[src/ura_pkg.sv]
// ----------------------------------------------------------------------------
// ura_pkg: shared types and constants for unsigned_to_radix_ascii
// Transfer structs, controller commands and status, state encoding and the
// digit-to-ASCII mapping.
// ----------------------------------------------------------------------------
`default_nettype none

package ura_pkg;

	localparam int VALUE_WIDTH_DEF = 32;
	// Quotient bits resolved per divider cycle.
	localparam int STEP_BITS = 8;

	localparam logic [7:0] SPACE_CHAR = 8'h20;
	localparam logic [7:0] ERROR_CHAR = 8'h00;
	localparam logic [4:0] RADIX_MIN  = 5'd2;
	localparam logic [4:0] RADIX_MAX  = 5'd16;

	typedef struct packed {
		logic [31:0] value;
		logic [4:0]  radix;
		logic [7:0]  sign_char;
	} in_item_t;

	typedef struct packed {
		logic [7:0] out_char;
		logic       last;
		logic       bad_radix;
	} out_item_t;

	typedef enum logic [1:0] {
		ST_IDLE,
		ST_DIVIDE,
		ST_EMIT_SIGN,
		ST_EMIT_DIGITS
	} state_t;

	typedef struct packed {
		logic load;
		logic div_step;
		logic emit_err;
		logic emit_sign;
		logic emit_digit;
	} cmd_t;

	typedef struct packed {
		logic radix_ok;
		logic sign_en;
		logic div_done;
		logic digit_last;
	} status_t;

	function automatic logic [7:0] hex_char(input logic [3:0] d);
		logic [7:0] base;
		base = (d < 4'd10) ? 8'h30 : 8'h37;
		return base + {4'b0000, d};
	endfunction

endpackage

`default_nettype wire

[src/ura_ctrl.sv]
// ----------------------------------------------------------------------------
// ura_ctrl: sequencing controller
// Steps the datapath through division, sign output and digit output.
// ----------------------------------------------------------------------------
`default_nettype none

module ura_ctrl (
	input  wire logic             clk,
	input  wire logic             arst_n,
	input  wire logic             start,
	input  wire ura_pkg::status_t status,
	output ura_pkg::cmd_t         cmd,
	output logic                  busy
);

	ura_pkg::state_t state_q;
	ura_pkg::state_t state_next;

	always_ff @(posedge clk or negedge arst_n) begin
		if (!arst_n) begin
			state_q <= ura_pkg::ST_IDLE;
		end else begin
			state_q <= state_next;
		end
	end

	always_comb begin
		state_next = state_q;
		cmd        = '0;
		busy       = 1'b1;
		case (state_q)
			ura_pkg::ST_IDLE: begin
				busy = 1'b0;
				if (start) begin
					if (status.radix_ok) begin
						cmd.load   = 1'b1;
						state_next = ura_pkg::ST_DIVIDE;
					end else begin
						// A bad radix answers at once and leaves the block idle.
						cmd.emit_err = 1'b1;
					end
				end
			end
			ura_pkg::ST_DIVIDE: begin
				cmd.div_step = 1'b1;
				if (status.div_done) begin
					state_next = status.sign_en ? ura_pkg::ST_EMIT_SIGN
					                            : ura_pkg::ST_EMIT_DIGITS;
				end
			end
			ura_pkg::ST_EMIT_SIGN: begin
				cmd.emit_sign = 1'b1;
				state_next    = ura_pkg::ST_EMIT_DIGITS;
			end
			ura_pkg::ST_EMIT_DIGITS: begin
				cmd.emit_digit = 1'b1;
				if (status.digit_last) begin
					state_next = ura_pkg::ST_IDLE;
				end
			end
			default: begin
				state_next = ura_pkg::ST_IDLE;
			end
		endcase
	end

endmodule

`default_nettype wire

[src/ura_datapath.sv]
// ----------------------------------------------------------------------------
// ura_datapath: divider, digit store and output stage
// Divides the working quotient by the radix several bits per cycle, stores
// each remainder digit and reads the digits back most significant first.
// ----------------------------------------------------------------------------
`default_nettype none

module ura_datapath #(
	parameter int VALUE_WIDTH = ura_pkg::VALUE_WIDTH_DEF
) (
	input  wire logic               clk,
	input  wire logic               arst_n,
	input  wire ura_pkg::in_item_t  item,
	input  wire ura_pkg::cmd_t      cmd,
	output ura_pkg::status_t        status,
	output logic                    strobe,
	output ura_pkg::out_item_t      result
);

	localparam int SB     = ura_pkg::STEP_BITS;
	localparam int PW     = ((VALUE_WIDTH + SB - 1) / SB) * SB;
	localparam int NCHUNK = PW / SB;
	localparam int KW     = (NCHUNK > 1) ? $clog2(NCHUNK) : 1;
	localparam int AW     = $clog2(VALUE_WIDTH);
	localparam int CW     = $clog2(VALUE_WIDTH + 1);
	localparam logic [PW-1:0] VMASK = {PW{1'b1}} >> (PW - VALUE_WIDTH);

	logic [PW-1:0] work_q;
	logic [4:0]    radix_q;
	logic [7:0]    sign_q;
	logic [3:0]    rem_q;
	logic [KW-1:0] chunk_q;
	logic [CW-1:0] cnt_q;
	logic [AW-1:0] rd_idx_q;

	logic [3:0] mem [VALUE_WIDTH];
	logic [3:0] rdata_s1;

	logic       strobe_s1;
	logic       digit_s1;
	logic [7:0] char_s1;
	logic       last_s1;
	logic       bad_s1;

	logic [63:0]   val_wide;
	logic [PW-1:0] val_init;
	logic [3:0]    rem_next;
	logic [SB-1:0] qbits;
	logic [PW-1:0] work_next;
	logic          chunk_last;

	assign val_wide = {32'b0, item.value};
	assign val_init = val_wide[PW-1:0] & VMASK;

	// Restoring division over the top bits of the working word; the partial
	// remainder stays below the radix, so each step is a 5-bit compare.
	always_comb begin
		logic [4:0] t;
		logic [3:0] r;
		r = rem_q;
		qbits = '0;
		for (int k = 0; k < SB; k++) begin
			t = {r, work_q[PW-1-k]};
			if (t >= radix_q) begin
				qbits[SB-1-k] = 1'b1;
				t = t - radix_q;
			end
			r = t[3:0];
		end
		rem_next = r;
	end

	generate
		if (PW > SB) begin : g_shift
			assign work_next = {work_q[PW-SB-1:0], qbits};
		end else begin : g_single
			assign work_next = qbits;
		end
	endgenerate

	assign chunk_last = (chunk_q == KW'(NCHUNK - 1));

	assign status.radix_ok   = (item.radix >= ura_pkg::RADIX_MIN) &&
	                           (item.radix <= ura_pkg::RADIX_MAX);
	assign status.sign_en    = (sign_q != ura_pkg::SPACE_CHAR);
	assign status.div_done   = chunk_last && (work_next == '0);
	assign status.digit_last = (rd_idx_q == '0);

	always_ff @(posedge clk or negedge arst_n) begin
		if (!arst_n) begin
			work_q   <= '0;
			rem_q    <= '0;
			chunk_q  <= '0;
			cnt_q    <= '0;
			rd_idx_q <= '0;
		end else begin
			if (cmd.load) begin
				work_q  <= val_init;
				rem_q   <= '0;
				chunk_q <= '0;
				cnt_q   <= '0;
			end else if (cmd.div_step) begin
				work_q <= work_next;
				if (chunk_last) begin
					rem_q    <= '0;
					chunk_q  <= '0;
					cnt_q    <= cnt_q + 1'b1;
					rd_idx_q <= cnt_q[AW-1:0];
				end else begin
					rem_q   <= rem_next;
					chunk_q <= chunk_q + 1'b1;
				end
			end else if (cmd.emit_digit) begin
				rd_idx_q <= rd_idx_q - 1'b1;
			end
		end
	end

	always_ff @(posedge clk) begin
		if (cmd.load) begin
			radix_q <= item.radix;
			sign_q  <= item.sign_char;
		end
	end

	always_ff @(posedge clk) begin
		if (cmd.div_step && chunk_last) begin
			mem[cnt_q[AW-1:0]] <= rem_next;
		end
	end

	always_ff @(posedge clk) begin
		if (cmd.emit_digit) begin
			rdata_s1 <= mem[rd_idx_q];
		end
	end

	always_ff @(posedge clk or negedge arst_n) begin
		if (!arst_n) begin
			strobe_s1 <= 1'b0;
		end else begin
			strobe_s1 <= cmd.emit_err | cmd.emit_sign | cmd.emit_digit;
		end
	end

	always_ff @(posedge clk) begin
		digit_s1 <= cmd.emit_digit;
		if (cmd.emit_err) begin
			char_s1 <= ura_pkg::ERROR_CHAR;
			last_s1 <= 1'b1;
			bad_s1  <= 1'b1;
		end else if (cmd.emit_sign) begin
			char_s1 <= sign_q;
			last_s1 <= 1'b0;
			bad_s1  <= 1'b0;
		end else if (cmd.emit_digit) begin
			last_s1 <= (rd_idx_q == '0);
			bad_s1  <= 1'b0;
		end
	end

	assign strobe           = strobe_s1;
	assign result.out_char  = digit_s1 ? ura_pkg::hex_char(rdata_s1) : char_s1;
	assign result.last      = last_s1;
	assign result.bad_radix = bad_s1;

endmodule

`default_nettype wire

[src/unsigned_to_radix_ascii.sv]
// ----------------------------------------------------------------------------
// unsigned_to_radix_ascii: unsigned value to ASCII text in radix 2 to 16
// Top level joining the sequencing controller and the divider datapath.
// ----------------------------------------------------------------------------
// A conversion is accepted when start is high while busy is low. Each
// character then appears on result for one cycle with strobe high: first the
// sign character unless it is a space, then the digits most significant
// first, the final one with last set. The receiver cannot stall, so every
// character must be taken in the cycle it is shown. Each digit is found
// by the divider, which resolves eight quotient bits per cycle; then the
// sign is shown and each digit is read back from the digit store. A
// conversion keeps busy high through division, sign and digit output,
// and the final character is shown in the first cycle with busy low again.
// A radix outside 2 to 16 gives a single error character in the next cycle
// and leaves busy low.
`default_nettype none

module unsigned_to_radix_ascii #(
	parameter int VALUE_WIDTH = ura_pkg::VALUE_WIDTH_DEF
) (
	input  wire logic               clk,
	input  wire logic               arst_n,
	input  wire logic               start,
	output logic                    busy,
	input  wire ura_pkg::in_item_t  item,
	output logic                    strobe,
	output ura_pkg::out_item_t      result
);

	ura_pkg::cmd_t    cmd;
	ura_pkg::status_t status;

	ura_ctrl u_ctrl (
		.clk    (clk),
		.arst_n (arst_n),
		.start  (start),
		.status (status),
		.cmd    (cmd),
		.busy   (busy)
	);

	ura_datapath #(
		.VALUE_WIDTH (VALUE_WIDTH)
	) u_datapath (
		.clk    (clk),
		.arst_n (arst_n),
		.item   (item),
		.cmd    (cmd),
		.status (status),
		.strobe (strobe),
		.result (result)
	);

	// A bad radix answers with exactly one error character in the next cycle.
	assert property (@(posedge clk) disable iff (!arst_n)
		(start && !busy && (item.radix < ura_pkg::RADIX_MIN ||
		                    item.radix > ura_pkg::RADIX_MAX))
		|=> (strobe && result.bad_radix && result.last &&
		     result.out_char == ura_pkg::ERROR_CHAR))
		else $error("bad radix did not produce a single error transfer");

	// A valid conversion starts the divider, so no character follows at once.
	assert property (@(posedge clk) disable iff (!arst_n)
		(start && !busy && item.radix >= ura_pkg::RADIX_MIN &&
		 item.radix <= ura_pkg::RADIX_MAX)
		|=> (busy && !(strobe && result.bad_radix)))
		else $error("valid conversion did not enter the divider");

	// Error flags only ever come on a final character.
	assert property (@(posedge clk) disable iff (!arst_n)
		(strobe && result.bad_radix) |-> result.last)
		else $error("error transfer without last");

	// A character is never shown while a conversion is still dividing.
	assert property (@(posedge clk) disable iff (!arst_n)
		cmd.div_step |-> !strobe)
		else $error("transfer during division");

endmodule

`default_nettype wire

[config.mk]
export PLATFORM = sky130hd
export DESIGN_NAME = unsigned_to_radix_ascii
export DESIGN_NICKNAME = d
export VERILOG_FILES = /design/src/ura_pkg.sv /design/src/ura_ctrl.sv /design/src/ura_datapath.sv /design/src/unsigned_to_radix_ascii.sv
export SDC_FILE = /design/constraint.sdc
export NUM_CORES = 1
export LEC_CHECK = 0
export BUFFER_PORTS_ARGS = -buffer_cell sky130_fd_sc_hd__buf_2
export CORE_ASPECT_RATIO = 0.8
export CORE_MARGIN = 2
export CORE_UTILIZATION = 30
export DETAILED_ROUTE_END_ITERATION = 10
export GPL_TIMING_DRIVEN = 0
export PLACE_DENSITY_LB_ADDON = 0.25
export SLEW_MARGIN = 25
export SYNTH_ARGS = -nofsm -noshare
export SYNTH_HDL_FRONTEND = slang
export SYNTH_SLANG_ARGS = --single-unit
[constraint.sdc]
create_clock -name clk -period 12.4 [get_ports clk]
set_input_delay 2.48 -clock clk [delete_from_list [all_inputs] [get_ports clk]]
set_output_delay 2.48 -clock clk [all_outputs]
set_load 0.1 [all_outputs]
==> results of run 1 <==
[repair_timing]
action                                  CTS  global route
pin swaps                                 0             2
endpoints found under the hold margin     0             0
gates resized for setup                  13            12
cloned                                    0             0
hold buffers                              0             0
endpoints found under the setup margin  135           135
setup buffers                             5             3
[metrics by stage]
step           hold slack, ns  setup WS [ns]  cell area (um^2)  util (%)  TNS (ns)
6_report                0.464          0.655             12600      36.1         0
5_1_grt                 0.472         0.0160             12600      36.1         0
4_1_cts                 0.463         0.0137             12500      36.0         0
3_5_place_dp            0.451          -1.82             11600      33.5   -227.10
3_3_place_gp            0.437          -3.32             11500      33.0   -410.27
2_1_floorplan           0.428          0.866             10600         -         0
[worst max path at each step]
stage	from	endpoint	slack, ns	cells after the start
after floorplan	u_datapath.radix_q[1]$_DFFE_PP_	u_datapath.mem[0][0]$_DFFE_PP_	0.87	43
final	u_datapath.radix_q[2]$_DFFE_PP_	u_datapath.mem[17][2]$_DFFE_PP_	0.66	47
after CTS	u_datapath.radix_q[1]$_DFFE_PP_	u_datapath.mem[1][2]$_DFFE_PP_	0.01	47
after detailed placement	u_datapath.radix_q[1]$_DFFE_PP_	u_datapath.mem[11][3]$_DFFE_PP_	-1.82	46
after global routing	u_datapath.radix_q[2]$_DFFE_PP_	u_datapath.rem_q[0]$_DFFE_PN0P_	0.02	48
after global placement	u_datapath.radix_q[1]$_DFFE_PP_	u_datapath.mem[16][0]$_DFFE_PP_	-3.32	45
[layout by cell type, fill, tap and decap left out, drive strengths merged, types with 3 or more instances in the layout]
master	instances
a211oi	3
a21o	20
a21oi	35
a22oi	4
a31o	3
a31oi	10
and2	4
buf	82
clkbuf	55
clkinv	7
clkinvlp	3
dfrtp	51
dfxtp	11
edfxtp	145
fa	9
ha	53
inv	36
mux2	15
mux2i	50
mux4	40
nand2	63
nand2b	8
nand3	3
nand3b	3
nand4	3
nor2	85
nor2b	6
nor3	9
nor4	6
o211ai	4
o21a	6
o21ai	52
o22ai	3
or3	6
xnor2	10
xor2	10
[cell type report]
class | count | area, um^2 | area share, %
Buffer | 36 | 180 | 1.44
Clock buffer | 30 | 642 | 5.11
Clock inverter | 9 | 119 | 0.947
Inverter | 39 | 154 | 1.23
Multi-Input combinational cell | 540 | 4530 | 36.1
Sequential cell | 207 | 5850 | 46.6
Tap cell | 472 | 591 | 4.71
Timing Repair Buffer | 71 | 485 | 3.87
[flip-flops by register name, summed over array words and instances, names as in the netlist, 2 cells and up]
register / flops
u_datapath.mem: 128
u_datapath.work_q: 32
u_datapath.char_s1: 8
u_datapath.sign_q: 8
u_datapath.cnt_q: 5
u_datapath.radix_q: 5
u_datapath.rd_idx_q: 5
u_datapath.rdata_s1: 4
u_datapath.rem_q: 4
u_ctrl.state_q: 2
u_datapath.chunk_q: 2
[logic make-up (layout without fill, tap and decap cells)]
kind of cell             after synthesis  count (layout)  synth area share, %
AO/OA/AOI/OAI                        149             149                 8.55
XOR/XNOR                              20              20                 1.66
adder cells (fa/ha/maj)               62              62                 7.97
buffers and inverters                 75             185                 3.03
flip-flops                           207             207                 55.3
multiplexers                         105             105                 14.9
AND/OR/NAND/NOR                      204             204                 8.60
[per-layer routing]
metal / wire, um / GRT usage [%] / part of all wire, %
met5: 0 / 0 / 0
met4: 442 / 2.95 / 1.7
met3: 1520 / 2.41 / 5.7
met2: 10700 / 20.6 / 40
met1: 14100 / 23.2 / 53
==> run metrics, run 1 <==
number of antenna violations at the first check in global routing=0; maximum achievable frequency=85.1 MHz; depth of the CTS H-tree=1; count of max-cap constraint violations=0; Post-route DRC=0; type of the worst setup path=register to register; via count=6928; Layout Cells excl Fill=between 1000 and 1500; Remaining Overflow, GRT=0; root buffer cell=clkbuf_16; post-route minimum period=~12 ns; max-slew headroom at the worst pin=between 40 and 50%; top cells by count, synth=edfxtp_1 (145), nor2_1 (85), nand2_1 (63); DP Wirelength=19400 um; critical path required time=between 10 and 15 ns; gp weighted congestion=0.764; die outline area=36800 um^2; crit-path leading delay family=compound AO/OA/AOI/OAI gates; hold violation count in the final report=0; setup violation total in the final timing report=0; Mapped Cells=between 800 and 900; portion of the post-synthesis area used by sequential elements=55.3%; total clock sinks=207; Site Rows=61; yosys synthesis warning count=0; run status=finished, final reports clean; hold path depth=1; library cell occupying the most area in the post-synthesis netlist=edfxtp_1; Total GRT Usage=14.6%; summed instance area of the synthesized netlist=roughly 11000 um^2; critical path startpoint category=register; clock tree skew after final layout=0.0274 ns; clock slew at reported path FFs=0.06 ns; maximum net fanout on the critical path=32; number of flip-flops and latches in the synthesized netlist=207; final routed wire length divided by cell count=around 19 um; Pins Over Slew Limit=0; post-route antenna net violation count=0; Async S/R FF share, synth=24.6%; cell with the most instances on the worst path=ha_1; Die Y-Extent=172 um; TritonCTS clock tree=yes; Critical Path Sink Type=register; count of flip-flops with a built-in enable after synthesis=about 150; Yosys cell types=55; mean cell area of the mapped netlist=12.9 um^2; Hold Path Origin=u_datapath.bad_s1$_SDFFE_PP1P_; terminus of the critical flop-to-flop path=u_datapath.mem[17][2]$_DFFE_PP_; transition at the pin with the smallest max-transition slack=0.761 ns; Longest Clk Path Bufs=3; count of cells along the worst register-to-register path=47; vias in the first global route=6886; cell types occupying the most area after synthesis=edfxtp_1 (41%), dfrtp_1 (12%), mux4_2 (8.1%), ha_1 (6.3%), mux2i_1 (4.7%); class of the tightest hold or removal check=register to register; number of DRC markers in iteration 0=626; fraction of final layout cells with drive strength greater than 1=between 20 and 25%; Antenna Diode Count=0; relative area change from synthesis to final layout=18.6%; part of the cycle the worst path needs=94.7%; Core Footprint=34700 um^2; nets in the synthesized netlist=932; layout filler cell count=3400; Slowest-stage cell, CP=ha_1; length of the first detailed-routing pass in iterations=5; startpoint of the worst-slack reg-to-reg timing path=u_datapath.radix_q[2]$_DFFE_PP_; maximum number of pins on one net before global-route repair=52; Horiz. Die Dim=214 um; Reg2Reg Setup Slack=0.66 ns; Buf/Inv on CP=6; worst hold endpoint=u_datapath.bad_s1$_SDFFE_PP1P_; setup repair after global routing missed its margin=false; portion of synthesized cell area occupied by the leading cell type=41.1%; most used standard cell by instance count after synthesis=edfxtp_1; Worst EP arrival=11.99 ns; first-pass GRT wire length=41700 um; primary flip-flop cell chosen by synthesis mapping=edfxtp_1; initial core utilization=30.5%; clock network latency to the later pin of the worst-skew pair=0.53 ns; # IOs=60; sum of routed wire length over all layers=26800 um; CP peak stage delay=0.44 ns; number of nets at the end of the flow=1027; port buffer count=59; CTS Buf Count=22; dpl cells=between 1000 and 1500; routed via count divided by cell count=about 4.9
Power of run 1 is left out: the tool's default activity adds up to more than one toggle a clock period on the data nets, which glitch-free logic cannot reach.
==> run 2: changes to the inputs <==
--- a/config.mk
+++ b/config.mk
@@ -8,7 +8,7 @@
 export BUFFER_PORTS_ARGS = -buffer_cell sky130_fd_sc_hd__buf_2
 export CORE_ASPECT_RATIO = 0.8
 export CORE_MARGIN = 2
-export CORE_UTILIZATION = 30
+export CORE_UTILIZATION = 50
 export DETAILED_ROUTE_END_ITERATION = 10
 export GPL_TIMING_DRIVEN = 0
 export PLACE_DENSITY_LB_ADDON = 0.25
==> run 2 against run 1 <==
Setup slack worse by 0.020 ns. Critical path depth did not move. Fmax fell by 0.17%.
==> run metrics, run 2 (synthesis gave the netlist of run 1 again) <==
run status=finished, final reports clean; Pins Over Slew Limit=0; # IOs=60; TritonCTS clock tree=yes; setup violation total in the final timing report=0; Core Footprint=20700 um^2; post-route minimum period=11.76 ns; class of the tightest hold or removal check=register to register; Total GRT Usage=22.1%; die outline area=22300 um^2; via count=slightly below 7000; DP Wirelength=17100 um; length of the first detailed-routing pass in iterations=7; cell with the most instances on the worst path=ha_1; Critical Path Sink Type=register; gp weighted congestion=0.815; Horiz. Die Dim=between 150 and 200 um; post-route cell area=between 10000 and 15000 um^2; CTS Buf Count=21; final routed wire length divided by cell count=20.6 um; number of nets at the end of the flow=about 1000; maximum net fanout on the critical path=25; fraction of final layout cells with drive strength greater than 1=20.2%; number of buffers inserted for hold repair after clock tree synthesis=0; routed via count divided by cell count=5.77; Antenna Diode Count=0; Worst EP arrival=12.18 ns; post-route antenna net violation count=0; CP peak stage delay=0.45 ns; maximum achievable frequency=85.0 MHz; setup repair after global routing missed its margin=false; Slowest-stage cell, CP=ha_1; port buffer count=59; count of max-cap constraint violations=0; number of DRC markers in iteration 0=756; sum of routed wire length over all layers=roughly 25000 um; maximum number of pins on one net before global-route repair=52; first-pass GRT wire length=about 38000 um; hold violation count in the final report=0; relative area change from synthesis to final layout=15.1%; max-slew headroom at the worst pin=a little under half; Longest Clk Path Bufs=3; flip-flop count of the largest register, all copies and words added=128; Site Rows=47; number of antenna violations at the first check in global routing=1; commonest cells after routing, fill and taps aside=edfxtp_1 (145), nor2_1 (84), nand2_1 (63); most frequent standard cell in the layout excluding fill and tap cells=edfxtp_1; total clock sinks=207; clock tree skew after final layout=0.0146 ns; root buffer cell=clkbuf_16; placed cell areas=11300 um^2; part of the cycle the worst path needs=a little over nine tenths; transition at the pin with the smallest max-transition slack=0.790 ns; clock slew at reported path FFs=0.06 ns; hold slack final=0.480 ns; type of the worst setup path=register to register; Remaining Overflow, GRT=0; Post-route DRC=0; critical path required time=approximately 13 ns; vias in the first global route=6636; depth of the CTS H-tree=1; initial core utilization=51.1%; critical path startpoint category=register; Die Y-Extent=134 um; clock network latency to the later pin of the worst-skew pair=0.50 ns
run 2: cell count changes in the layout (fill, tap and decap cells not counted), moves of 3 or more:
cell	before	now
buf_16	3	0
buf_4	10	6
buf_8	0	3
clkbuf_1	26	30
clkbuf_8	4	1
run 2: worst paths after layout:
kind	start	to	slack, ns	cells after the start
setup / recovery	u_datapath.radix_q[2]$_DFFE_PP_	u_datapath.rem_q[0]$_DFFE_PN0P_	0.64	47
hold / removal	u_datapath.bad_s1$_SDFFE_PP1P_	u_datapath.bad_s1$_SDFFE_PP1P_	0.48	1
setup reg to reg	u_datapath.radix_q[2]$_DFFE_PP_	u_datapath.rem_q[0]$_DFFE_PN0P_	0.64	47
hold reg to reg	u_datapath.bad_s1$_SDFFE_PP1P_	u_datapath.bad_s1$_SDFFE_PP1P_	0.48	1
max in group asynchronous	arst_n	u_ctrl.state_q[1]$_DFFE_PN0P_	9.89	1
min in group asynchronous	arst_n	u_datapath.work_q[27]$_DFFE_PN0P_	2.04	1
run 2: per-layer routing:
layer  vias up  track usage, %  share of wire [%]
li1       3246               -                  -
met1      3442            34.5                 48
met2       201            32.6                 44
met3        23            4.96                7.1
met4         2            2.92               0.95
met5         -               0              0.028
run 2: critical path: cells and delay by family, from the launching register on:
family	cells	cell delay [ns]
AOI/OAI and AO/OA	22	5.08
adders and majority gates	8	2.66
buffers and inverters	6	1.19
DFF	1	0.37
muxes	5	1.78
and+or+nand+nor	6	0.60
run 2: area by class of cell:
cell class / instances / area [um^2]
sequential: 207 / 5850
inverter: 39 / 154
timing repair buffer: 68 / 438
fill: 1658 / 8520
clock buffer: 29 / 566
clock inverter: 9 / 101
multi-input combinational: 541 / 4560
tap: 269 / 337
buffer: 36 / 180
run 2: metrics by stage:
step	utilization [%]	std cells	TNS [ns]	setup slack [ns]
floorplan	-	822	0	0.866
global placement	54.2	1150	-359.67	-2.98
detailed placement	54.6	1153	-213.20	-1.78
CTS	58.1	1193	0	0.0411
global route	58.8	1198	0	0.00717
finish	58.8	1198	0	0.635
run 2: timing repair:
action | 4_1_cts | 5_1_grt
resized for setup | 11 | 19
setup endpoints to repair | 135 | 135
cloned | 1 | 0
setup buffers | 1 | 5
pin swaps | 1 | 3
Power of run 2 is left out for the same reason.
